`config.mk`:
```
export PLATFORM = sky130hd
export DESIGN_NAME = positional_ordered_list
export DESIGN_NICKNAME = d
export VERILOG_FILES = /design/src/hw/rtl/pol_pkg.sv /design/src/hw/rtl/pol_ctrl.sv /design/src/hw/rtl/pol_dpath.sv /design/src/hw/rtl/positional_ordered_list.sv
export SDC_FILE = /design/constraint.sdc
export NUM_CORES = 2
export LEC_CHECK = 0
export ABC_CLOCK_PERIOD_IN_PS = 6300
export BUFFER_PORTS_ARGS = -buffer_cell sky130_fd_sc_hd__buf_4
export CAP_MARGIN = 15
export CORE_MARGIN = 5
export CORE_UTILIZATION = 45
export CTS_BUF_LIST = sky130_fd_sc_hd__clkbuf_4
export DETAILED_ROUTE_END_ITERATION = 16
export PLACE_DENSITY = 0.63
export SLEW_MARGIN = 10
export SYNTH_ARGS = -nofsm -noshare
export SYNTH_HDL_FRONTEND = slang
export SYNTH_HIERARCHICAL = 1
export SYNTH_SLANG_ARGS = --single-unit
```
`constraint.sdc`:
```
create_clock -name clock -period 6.3 [get_ports clock]
set_input_delay 1.26 -clock clock [delete_from_list [all_inputs] [get_ports clock]]
set_output_delay 1.26 -clock clock [all_outputs]
set_load 0.01 [all_outputs]
```
`src/hw/rtl/pol_pkg.sv`:
```
// Shared types and constants for the positional ordered list.
// No dependencies; imported by every other RTL file of the block.
`default_nettype none

package pol_pkg;

   // Default sizing
   localparam int CAPACITY_DEF   = 16;
   localparam int DATA_WIDTH_DEF = 32;

   // Fixed field widths at the ports
   localparam int TYPE_W   = 3;
   localparam int VALUE_W  = 32;
   localparam int POS_W    = 5;
   localparam int STATUS_W = 2;
   localparam int COUNT_W  = 5;

   // Request codes
   localparam logic [TYPE_W-1:0] REQ_INS_FRONT = 3'd0;
   localparam logic [TYPE_W-1:0] REQ_INS_BACK  = 3'd1;
   localparam logic [TYPE_W-1:0] REQ_INS_POS   = 3'd2;
   localparam logic [TYPE_W-1:0] REQ_DEL_FRONT = 3'd3;
   localparam logic [TYPE_W-1:0] REQ_DEL_BACK  = 3'd4;
   localparam logic [TYPE_W-1:0] REQ_DEL_POS   = 3'd5;

   // Status codes
   localparam logic [STATUS_W-1:0] ST_OK     = 2'd0;
   localparam logic [STATUS_W-1:0] ST_EMPTY  = 2'd1;
   localparam logic [STATUS_W-1:0] ST_FULL   = 2'd2;
   localparam logic [STATUS_W-1:0] ST_BADPOS = 2'd3;

   // Controller to datapath commands
   typedef struct packed {
      logic load;   // capture the accepted item
      logic exec;   // apply it to the cells and load the result register
   } pol_cmd_type;

endpackage

`default_nettype wire

```
`src/hw/rtl/pol_ctrl.sv`:
```
// Controller for the positional ordered list: accept / execute sequencing
// and result valid. Depends on pol_pkg.
`default_nettype none

module pol_ctrl (
   input  wire logic               clock,
   input  wire logic               reset,
   input  wire logic               req_valid,
   output      logic               req_ready,
   output      logic               rsp_valid,
   input  wire logic               rsp_ready,
   output      pol_pkg::pol_cmd_type cmd
);
   import pol_pkg::*;

   localparam logic S_IDLE = 1'b0;
   localparam logic S_EXEC = 1'b1;

   logic state_ff, state_in;
   logic rsp_valid_ff, rsp_valid_in;
   logic accept;

   // take an item when idle and the result register is free or draining
   assign req_ready = (state_ff == S_IDLE) && (!rsp_valid_ff || rsp_ready);
   assign accept    = req_valid && req_ready;
   assign rsp_valid = rsp_valid_ff;

   always_comb begin
      state_in     = state_ff;
      rsp_valid_in = rsp_valid_ff && !rsp_ready;
      cmd.load     = 1'b0;
      cmd.exec     = 1'b0;
      unique case (state_ff)
         S_IDLE: begin
            if (accept) begin
               cmd.load = 1'b1;
               state_in = S_EXEC;
            end
         end
         S_EXEC: begin
            cmd.exec     = 1'b1;
            rsp_valid_in = 1'b1;
            state_in     = S_IDLE;
         end
         default: begin
            state_in = S_IDLE;
         end
      endcase
   end

   always_ff @(posedge clock) begin
      if (reset) begin
         state_ff     <= S_IDLE;
         rsp_valid_ff <= 1'b0;
      end else begin
         state_ff     <= state_in;
         rsp_valid_ff <= rsp_valid_in;
      end
   end

endmodule

`default_nettype wire

```
`src/hw/rtl/pol_dpath.sv`:
```
// Datapath for the positional ordered list: request registers, shifting
// cell chain, entry count and result register. Depends on pol_pkg.
`default_nettype none

module pol_dpath #(
   parameter int CAPACITY   = pol_pkg::CAPACITY_DEF,
   parameter int DATA_WIDTH = pol_pkg::DATA_WIDTH_DEF
) (
   input  wire logic                                clock,
   input  wire logic                                reset,
   input  wire pol_pkg::pol_cmd_type                cmd,
   input  wire logic [pol_pkg::TYPE_W-1:0]          req_type,
   input  wire logic signed [pol_pkg::VALUE_W-1:0]  req_item_value,
   input  wire logic [pol_pkg::POS_W-1:0]           req_position,
   output      logic [pol_pkg::STATUS_W-1:0]        rsp_status,
   output      logic signed [pol_pkg::VALUE_W-1:0]  rsp_removed_value,
   output      logic [pol_pkg::COUNT_W-1:0]         rsp_entry_count
);
   import pol_pkg::*;

   localparam int CNT_W = $clog2(CAPACITY + 1);
   localparam int IDX_W = $clog2(CAPACITY);
   localparam int CMP_W = ((CNT_W > POS_W) ? CNT_W : POS_W) + 1;

   // captured request
   logic [TYPE_W-1:0]         type_ff;
   logic signed [VALUE_W-1:0] value_ff;
   logic [POS_W-1:0]          pos_ff;

   // list state
   logic [DATA_WIDTH-1:0] cell_ff [CAPACITY];
   logic [DATA_WIDTH-1:0] cell_in [CAPACITY];
   logic [CNT_W-1:0]      count_ff, count_in;

   // result register
   logic [STATUS_W-1:0]       status_ff, status_in;
   logic signed [VALUE_W-1:0] removed_ff, removed_in;
   logic [COUNT_W-1:0]        count_out_ff;

   logic [CMP_W-1:0]      pos_ext, cnt_ext, count_in_ext;
   logic [DATA_WIDTH-1:0] value_store;
   logic [DATA_WIDTH-1:0] removed_cell;
   logic [IDX_W-1:0]      idx;
   logic                  do_ins, do_del;

   assign pos_ext     = CMP_W'(pos_ff);
   assign cnt_ext     = CMP_W'(count_ff);
   assign value_store = DATA_WIDTH'(value_ff);   // sign-extend or truncate

   // decode: status, target index, insert / delete strobes
   always_comb begin
      status_in = ST_OK;
      idx       = '0;
      do_ins    = 1'b0;
      do_del    = 1'b0;
      case (type_ff) inside
         REQ_INS_FRONT, REQ_INS_BACK, REQ_INS_POS: begin
            if (cnt_ext >= CMP_W'(CAPACITY)) begin
               status_in = ST_FULL;
            end else if (type_ff == REQ_INS_FRONT) begin
               do_ins = 1'b1;
            end else if (type_ff == REQ_INS_BACK) begin
               idx    = cnt_ext[IDX_W-1:0];
               do_ins = 1'b1;
            end else if (pos_ext == '0 || pos_ext > cnt_ext + CMP_W'(1)) begin
               status_in = ST_BADPOS;
            end else begin
               idx    = IDX_W'(pos_ext - CMP_W'(1));
               do_ins = 1'b1;
            end
         end
         REQ_DEL_FRONT, REQ_DEL_BACK, REQ_DEL_POS: begin
            if (cnt_ext == '0) begin
               status_in = ST_EMPTY;
            end else if (type_ff == REQ_DEL_FRONT) begin
               do_del = 1'b1;
            end else if (type_ff == REQ_DEL_BACK) begin
               idx    = IDX_W'(cnt_ext - CMP_W'(1));
               do_del = 1'b1;
            end else if (pos_ext == '0 || pos_ext > cnt_ext) begin
               status_in = ST_BADPOS;
            end else begin
               idx    = IDX_W'(pos_ext - CMP_W'(1));
               do_del = 1'b1;
            end
         end
         default: begin
            status_in = ST_OK;   // unused codes leave the list alone
         end
      endcase
   end

   // cell chain: each cell looks only at itself, its two neighbors and the new value
   always_comb begin
      for (int i = 0; i < CAPACITY; i++) begin
         cell_in[i] = cell_ff[i];
         if (do_ins) begin
            if (IDX_W'(i) == idx) begin
               cell_in[i] = value_store;
            end else if (i > 0 && IDX_W'(i) > idx) begin
               cell_in[i] = cell_ff[(i > 0) ? i - 1 : 0];
            end
         end else if (do_del) begin
            if (i < CAPACITY - 1 && IDX_W'(i) >= idx) begin
               cell_in[i] = cell_ff[(i < CAPACITY - 1) ? i + 1 : i];
            end
         end
      end
   end

   // value leaving the list
   always_comb begin
      removed_cell = '0;
      for (int i = 0; i < CAPACITY; i++) begin
         if (IDX_W'(i) == idx) begin
            removed_cell = cell_ff[i];
         end
      end
   end

   assign removed_in = do_del ? VALUE_W'(removed_cell) : '0;  // zero-extend or truncate

   always_comb begin
      count_in = count_ff;
      if (do_ins) begin
         count_in = count_ff + CNT_W'(1);
      end else if (do_del) begin
         count_in = count_ff - CNT_W'(1);
      end
   end

   assign count_in_ext = CMP_W'(count_in);

   always_ff @(posedge clock) begin
      if (cmd.load) begin
         type_ff  <= req_type;
         value_ff <= req_item_value;
         pos_ff   <= req_position;
      end
      if (cmd.exec) begin
         cell_ff      <= cell_in;
         status_ff    <= status_in;
         removed_ff   <= removed_in;
         count_out_ff <= count_in_ext[COUNT_W-1:0];
      end
   end

   always_ff @(posedge clock) begin
      if (reset) begin
         count_ff <= '0;
      end else if (cmd.exec) begin
         count_ff <= count_in;
      end
   end

   assign rsp_status        = status_ff;
   assign rsp_removed_value = removed_ff;
   assign rsp_entry_count   = count_out_ff;

endmodule

`default_nettype wire

```
`src/hw/rtl/positional_ordered_list.sv`:
```
// Positional ordered list: up to CAPACITY signed entries kept front first.
// Result valid after the item is captured and then executed in the execute state.
// A new item is taken only once the last one has executed (one shift of the cell chain).
// Reset (synchronous, active high) empties the list and drops any pending result;
// cell contents are not cleared, only cells below the count are ever read.
`default_nettype none

module positional_ordered_list #(
   parameter int CAPACITY   = pol_pkg::CAPACITY_DEF,   // 2..31 entries
   parameter int DATA_WIDTH = pol_pkg::DATA_WIDTH_DEF  // stored bits per entry
) (
   input  wire logic                                clock,
   input  wire logic                                reset,
   // request channel
   input  wire logic                                req_valid,
   output      logic                                req_ready,
   input  wire logic [pol_pkg::TYPE_W-1:0]          req_type,
   input  wire logic signed [pol_pkg::VALUE_W-1:0]  req_item_value,
   input  wire logic [pol_pkg::POS_W-1:0]           req_position,
   // response channel
   output      logic                                rsp_valid,
   input  wire logic                                rsp_ready,
   output      logic [pol_pkg::STATUS_W-1:0]        rsp_status,
   output      logic signed [pol_pkg::VALUE_W-1:0]  rsp_removed_value,
   output      logic [pol_pkg::COUNT_W-1:0]         rsp_entry_count
);
   import pol_pkg::*;

   pol_cmd_type cmd;

   // Controller: takes an item when idle and the result register is free
   // (or being drained in the same cycle), then runs the execute state that
   // loads the result register.
   pol_ctrl u_ctrl (
      .clock     (clock),
      .reset     (reset),
      .req_valid (req_valid),
      .req_ready (req_ready),
      .rsp_valid (rsp_valid),
      .rsp_ready (rsp_ready),
      .cmd       (cmd)
   );

   // Datapath: the cells from the target index on shift by one in the execute cycle,
   // opening a gap for an insert or closing one for a delete.
   pol_dpath #(
      .CAPACITY   (CAPACITY),
      .DATA_WIDTH (DATA_WIDTH)
   ) u_dpath (
      .clock             (clock),
      .reset             (reset),
      .cmd               (cmd),
      .req_type          (req_type),
      .req_item_value    (req_item_value),
      .req_position      (req_position),
      .rsp_status        (rsp_status),
      .rsp_removed_value (rsp_removed_value),
      .rsp_entry_count   (rsp_entry_count)
   );

endmodule

`default_nettype wire

```
Word-level counts from Yosys, hierarchy flattened
Index checks and enable logic that the tools add are counted.
{ "word_totals": {"regBits": 598, "input_bits": 44, "output_inout_bits": 41} }
{ "op_classes": {"add_sub_neg": 5, "order_cmp": 33, "n_eq_ne": 35, "mux": 130, "bitwise": 1, "n_reduce_logical": 47} }
{ "op_table": {"columns": ["operator", "n"], "rows": [
  ["$mux 32", 92],
  ["$reduce_and 4->1", 15],
  ["$ne 3x3->1 const B", 14],
  ["$mux 4", 10],
  ["$reduce_bool 2->1", 17],
  ["$eq 4x4->1 const A", 8],
  ["$gt 4x4->1 const A", 8],
  ["$ge 4x4->1 const A", 7],
  ["$mux 2", 10],
  ["$eq 3x4->1 const A", 4],
  ["$ge 3x4->1 const A", 4],
  ["$gt 3x4->1 const A", 4],
  ["$mux 1", 15],
  ["$logic_not 6->1", 2],
  ["$mux 5", 2],
  ["$eq 2x4->1 const A", 2],
  ["$ge 1x4->1 const A", 2],
  ["$ge 2x4->1 const A", 2],
  ["$gt 2x4->1 const A", 2],
  ["$sub 4x1->4 const B", 2],
  ["$add 5x1->6 const B", 1],
  ["$eq 3x2->1 const B", 2],
  ["$eq 3x3->1 const B", 2],
  ["$gt 5x6->1", 1],
  ["17 further kinds", 23]
]} }

Longest topological paths before layout
{ "depth": {"depth_word": 25, "depth_mapped": 18} }

Hierarchy
The synthesis kept the hierarchy.
{ "by_module_without_submodules": {"columns": ["module", "n_inst", "cells_per_inst", "area_per_inst_um2", "seq_area_each_um2"], "rows": [
  ["pol_dpath", 1, 3563, 34144.0, 17847.1],
  ["pol_ctrl", 1, 9, 105.1, 40.0]
]} }

Worst setup path after synthesis
OpenSTA, ideal clock, no wires.
{ "synth_path": {"path_type": "register to register", "from": "register u_dpath.count_ff[1]", "to": "register u_dpath/cell_ff[224] (netlist bit) (enable)", "t_arrival_ps": 5385, "setup_slack_ps": 445, "stages_incl_launch_ff": 15, "n_path_buf": 4, "path_cell_list": "dfxtp_1 > ha_1 > nand3_1 > xnor2_1 > ha_1 > nand3_1 > o21bai_1 > a31oi_1 > o21a_1 > clkbuf_1 > nand2_1 > clkbuf_1 > buf_2 > clkbuf_1 > a211oi_1"} }
{ "synth_via": {"elab_chain_len": 11} }
{ "synth_lines": {"columns": ["element", "line_no", "rtl"], "rows": [
  ["start: declaration", "pol_dpath.sv:33", "logic [CNT_W-1:0] count_ff, count_in;"],
  ["start signal: assignment", "pol_dpath.sv:152", "count_ff <= count_in;"],
  ["$add 5x1->6 / $gt 5x5->1 (equally long branches)", "pol_dpath.sv:65, pol_dpath.sv:80", null],
  ["$gt 5x6->1 / $logic_or 1x1->1 (equally long branches)", "pol_dpath.sv:65, pol_dpath.sv:80", null],
  ["$logic_or 1x1->1 / $mux 4 (equally long branches)", "pol_dpath.sv:65, pol_dpath.sv:80", null],
  ["$mux 4 (on tied branches)", "pol_dpath.sv:65, pol_dpath.sv:77", null],
  ["$mux 4 (on tied branches)", "pol_dpath.sv:62, pol_dpath.sv:75", null],
  ["$mux 4 (on tied branches)", "pol_dpath.sv:60, pol_dpath.sv:73", null],
  ["$mux 4 (on tied branches)", "pol_dpath.sv:58, pol_dpath.sv:56", null],
  ["$mux 4", "pol_dpath.sv:56", "case (type_ff) inside"],
  ["$gt 4x4->1, or another cell as far along", "pol_dpath.sv:100", "end else if (i > 0 && IDX_W'(i) > idx) begin"],
  ["$ne 3x3->1 (no line) / $reduce_bool 2->1 (equally long branches)", null, null],
  ["$reduce_and 4->1 (no line) (*)", null, null],
  ["end signal: assignment", "pol_dpath.sv:141", "cell_ff <= cell_in;"],
  ["end: declaration", "pol_dpath.sv:31", "logic [DATA_WIDTH-1:0] cell_ff [CAPACITY];"]
]} }
Every way passes the cells marked *; elsewhere a longest branch is shown, timed or not.
A chain may end at the register's enable or synchronous reset.

Worst setup path in the final report
{ "layout_path": {"from": "register u_dpath.count_ff[0]", "to": "register u_dpath.removed_ff[3] (netlist: u_dpath/rsp_removed_value[3]) (data pin)"} }
{ "layout_via": {"elab_chain_len": 25} }
{ "layout_lines": {"columns": ["element", "line_no", "rtl"], "rows": [
  ["$add 5x1->6 / $gt 5x5->1 (equally long branches)", "pol_dpath.sv:65, pol_dpath.sv:80", null],
  ["$gt 5x6->1 / $logic_or 1x1->1 (equally long branches)", "pol_dpath.sv:65, pol_dpath.sv:80", null],
  ["$logic_or 1x1->1 / $mux 4 (equally long branches)", "pol_dpath.sv:65, pol_dpath.sv:80", null],
  ["$mux 4 (on tied branches)", "pol_dpath.sv:65, pol_dpath.sv:77", null],
  ["$mux 4 (on tied branches)", "pol_dpath.sv:62, pol_dpath.sv:75", null],
  ["$mux 4 (on tied branches)", "pol_dpath.sv:60, pol_dpath.sv:73", null],
  ["$mux 4 (on tied branches)", "pol_dpath.sv:58, pol_dpath.sv:56", null],
  ["$mux 4", "pol_dpath.sv:56", null],
  ["$logic_not 4->1", "pol_dpath.sv:115", "if (IDX_W'(i) == idx) begin"],
  ["$mux 32 (16 in series)", "pol_dpath.sv:115", null],
  ["end signal: assignment", "pol_dpath.sv:143", "removed_ff <= removed_in;"],
  ["end: declaration", "pol_dpath.sv:37", "logic signed [VALUE_W-1:0] removed_ff, removed_in;"]
]} }
Parallel ways exist; a longest one is shown, timed or not.

==> flow_summary_export.csv <==
group,metric,value,unit
timing,post-route-period-util,98.0,%
yosys,syn_nets,3629,
route,drc,0,
global_routing,grt_pass1_vias,29500,
cells_and_area,nets,3682,
timing,max_freq,162,MHz
pwr,comb_power_share,9.7,%
critical_path,end_kind,"flop",
critical_path,crit_required,7070,ps
cells_and_area,multi_input_area,15100,um^2
route,wl_per_cell,25.4,um
critical_path,startpoint_type,"flop",
placed_design,place_inst,4435,
die,ios,85,
pwr,leakagePower,15.0,nW
pwr,total_power,9.41,mW
critical_path,cp_slowest_stage_delay,990,ps
timing,fin_skew,49.7,ps
critical_path,worstSetupPathDepth,13,
route,ant_nets,0,
cts,cts.clk_slew.worst_paths,60,ps
pwr,p_sw_share,26.8,%
route,drt-total-wl,120,mm
timing,hold_viol_final,0,
cts,cts-root-buf,"clkbuf_4",
route,firstDrtPassIters,5,
pwr,power_frac_seq,50.2,%
cells_and_area,postLayoutCellArea,38300,um^2
critical_path,worst-path-buf-inv,0,
pwr,clock_power_share,40.2,%
yosys,synth_seq_area_share,52.2,%
cts,cts_tree,"done",
cells_and_area,area_growth,11.7,%
global_routing,grt_usage,28.5,%
placed_design,detailed_place_hpwl,78.9,mm
route,drt_iter0_drc,3318,
global_routing,antenna_found_initial,2,
critical_path,cp_top_family,"compound AO/OA/AOI/OAI gates",
yosys,yosysTopAreaCell,"edfxtp_1",
critical_path,worstPathCellList,"ha_1 > nand3_1 > xnor2_1 > ha_1 > nand3_1 > o21bai_1 > a31oi_1 > o21ai_1 > o211ai_1 > a21oi_1 > o41ai_1 > o211ai_1 > a22o_1",
timing,tightestPinTransition,1220,ps
cts,cts.htree.levels,4,
cts,cts_buffer_depth,3,
cells_and_area,drive_above_1_share,15.6,%
timing,rsz0062_at_grt,"false",
die,core_area,75700,um^2
timing,setup_violations,0,
pwr,switchingPower,2.52,mW
critical_path,worst-setup-path-type,"reg -> reg",
pwr,internal-power,6.89,mW
die,start_util,45.2,%
yosys,syn-instance-count,3572,
yosys,synth_top_area_share,51.8,%
cells_and_area,final_cell_mix,"nand2_1 (910), edfxtp_1 (591), o21ai_0 (351)",
cts,clk_latency,1030,ps
cts,postCtsHoldBufs,0,
yosys,post_synth.cell_area_avg,9.59,um^2
timing,period_needed,6180,ps
flow_run,cap_violations,0,
yosys,synth_area_leaders,"edfxtp_1 (52%), nand2_1 (10%), mux2i_1 (8.2%)",
placed_design,portBuffers,84,
cts,post_cts_buffers,0,
die,rows,101,
critical_path,cp_data_arrival_time,6950,ps
placed_design,placed_area,36100,um^2
cts,cts_buffers,166,
cts,ctsResizeCount,0,
route,vias_per_cell,6.35,
min_path,hp-class,"in -> reg",
timing,max-slew-margin-rel,17.7,%
min_path,holdPathStages,1,
cells_and_area,fillers,7092,
timing,drv_slew,0,
placed_design,globalplace.congestion,0.888,
die,die_h,286,um
cells_and_area,layout_commonest_cell,"nand2_1",
global_routing,grt.overflow.total,0,
yosys,synth_edf_count,591,
global_routing,grt_pass1_wl,181,mm
die,die_w,286,um
yosys,ys_seq_elements,598,
timing,final.setup.tns,0,ps
critical_path,cp_max_fo,9,
yosys,postSynth.asyncResetShare,0,%
status,status,"finished clean",
global_routing,grt_max_degree,237,
critical_path,rr_worst_depth,13,
yosys,synth_cell_types,84,
yosys,synth_warnings,6,
cells_and_area,ff_latch_area,17900,um^2
pwr,ir_worst_vdd,0.167,mV
cts,clock-sinks,598,
die,dieArea,81700,um^2
pwr,cellPowerDensity,246,nW/um^2
yosys,synth_flop_cell,"edfxtp_1",
yosys,syn-cell-area,34200,um^2
critical_path,slowest_stage,"o211ai_1",
route,routed-via-count,30000,
cells_and_area,layout.cells.non_filler,4728,
power by group through the flow:
stage	Clock, mW	Sequential, mW	Combinational [mW]
CTS	3.87	4.72	0.896
floorplan	0	4.70	0.616
finish	3.78	4.72	0.909
global route	4.09	4.73	0.986
detailed placement	0	4.80	0.894
global placement	0	4.80	0.877
final cells by class:
| class | instances | share of cell area, % |
|---|---|---|
| timing repair buffer | 216 | 4.43 |
| multi-input combinational | 2614 | 39.6 |
| clock inverter | 37 | 0.840 |
| clock buffer | 249 | 4.88 |
| sequential | 598 | 46.7 |
| antenna | 7 | 0.0458 |
| tap | 978 | 3.20 |
| inverter | 29 | 0.284 |
cell families after synthesis:
family,count (synthesis),share of synthesized area (%)
XOR/XNOR,13,0.332
flip-flops,598,52.2
AO/OA/AOI/OAI,912,16.7
buffers and inverters,360,4.44
adder cells (fa/ha/maj),13,0.475
AND/OR/NAND/NOR,1370,16.4
multiplexers,306,9.44
sequential cells by signal (all words and copies together) (netlist names):
name	cells
u_dpath/rsp_removed_value	32
u_ctrl/rsp_valid	1
u_dpath/type_ff	3
u_dpath/pos_ff	5
u_dpath/rsp_entry_count	5
u_dpath/value_ff	32
u_dpath/cell_ff	512
u_ctrl/state_ff	1
u_dpath/count_ff	5
u_dpath/rsp_status	2
per-stage QoR:
stage,util [%],hold slack (ps),setup slack (ps)
after global routing,50.5,351,210
after CTS,50.5,341,341
after floorplan,-,479,445
after detailed placement,47.6,548,380
final,50.6,412,124
after global placement,47.6,549,394
worst paths after layout:
path	start	to	slack [ps]
min	req_item_value[10]	u_dpath/value_ff[10]$_DFFE_PP_	410
min reg2reg	u_dpath/cell_ff[415]$_DFFE_PP_	u_dpath/cell_ff[447]$_DFFE_PP_	560
max	u_dpath/count_ff[0]$_SDFFE_PP0P_	u_dpath/rsp_removed_value[3]$_SDFFCE_PN0P_	120
max reg2reg	u_dpath/count_ff[0]$_SDFFE_PP0P_	u_dpath/rsp_removed_value[3]$_SDFFCE_PN0P_	120
layer usage:
layer	vias to the layer above	GRT usage, %	wire length (um)
met1	14700	36.9	47000
met3	355	4.57	9730
li1	13300	-	-
met4	0	14.3	6340
met5	-	0	0
met2	1667	46.8	57300
cells in the mapped netlist, types with 6 or more instances:
cell type / instances
nand2_1: 919
edfxtp_1: 591
o21ai_0: 352
mux2i_1: 279
nor2_1: 274
clkbuf_1: 213
a31oi_1: 193
buf_2: 96
a21oi_1: 80
nand3_1: 48
o22ai_1: 33
inv_1: 28
o221ai_1: 27
nor3_1: 26
o21ai_1: 21
a2111oi_0: 18
a22oi_1: 17
a221oi_1: 15
and3_1: 15
mux2_2: 15
nand4_1: 15
or4_1: 14
ha_1: 13
o211ai_1: 13
buf_4: 12
mux4_2: 12
o21a_1: 12
o41ai_1: 12
xnor2_1: 11
a21boi_0: 10
and4_1: 10
a211oi_1: 9
a21o_1: 9
nor4bb_1: 9
buf_1: 8
a32oi_1: 7
dfxtp_1: 7
a22o_1: 6
a311oi_1: 6
Note: power is estimated with default switching activity, not from simulation.
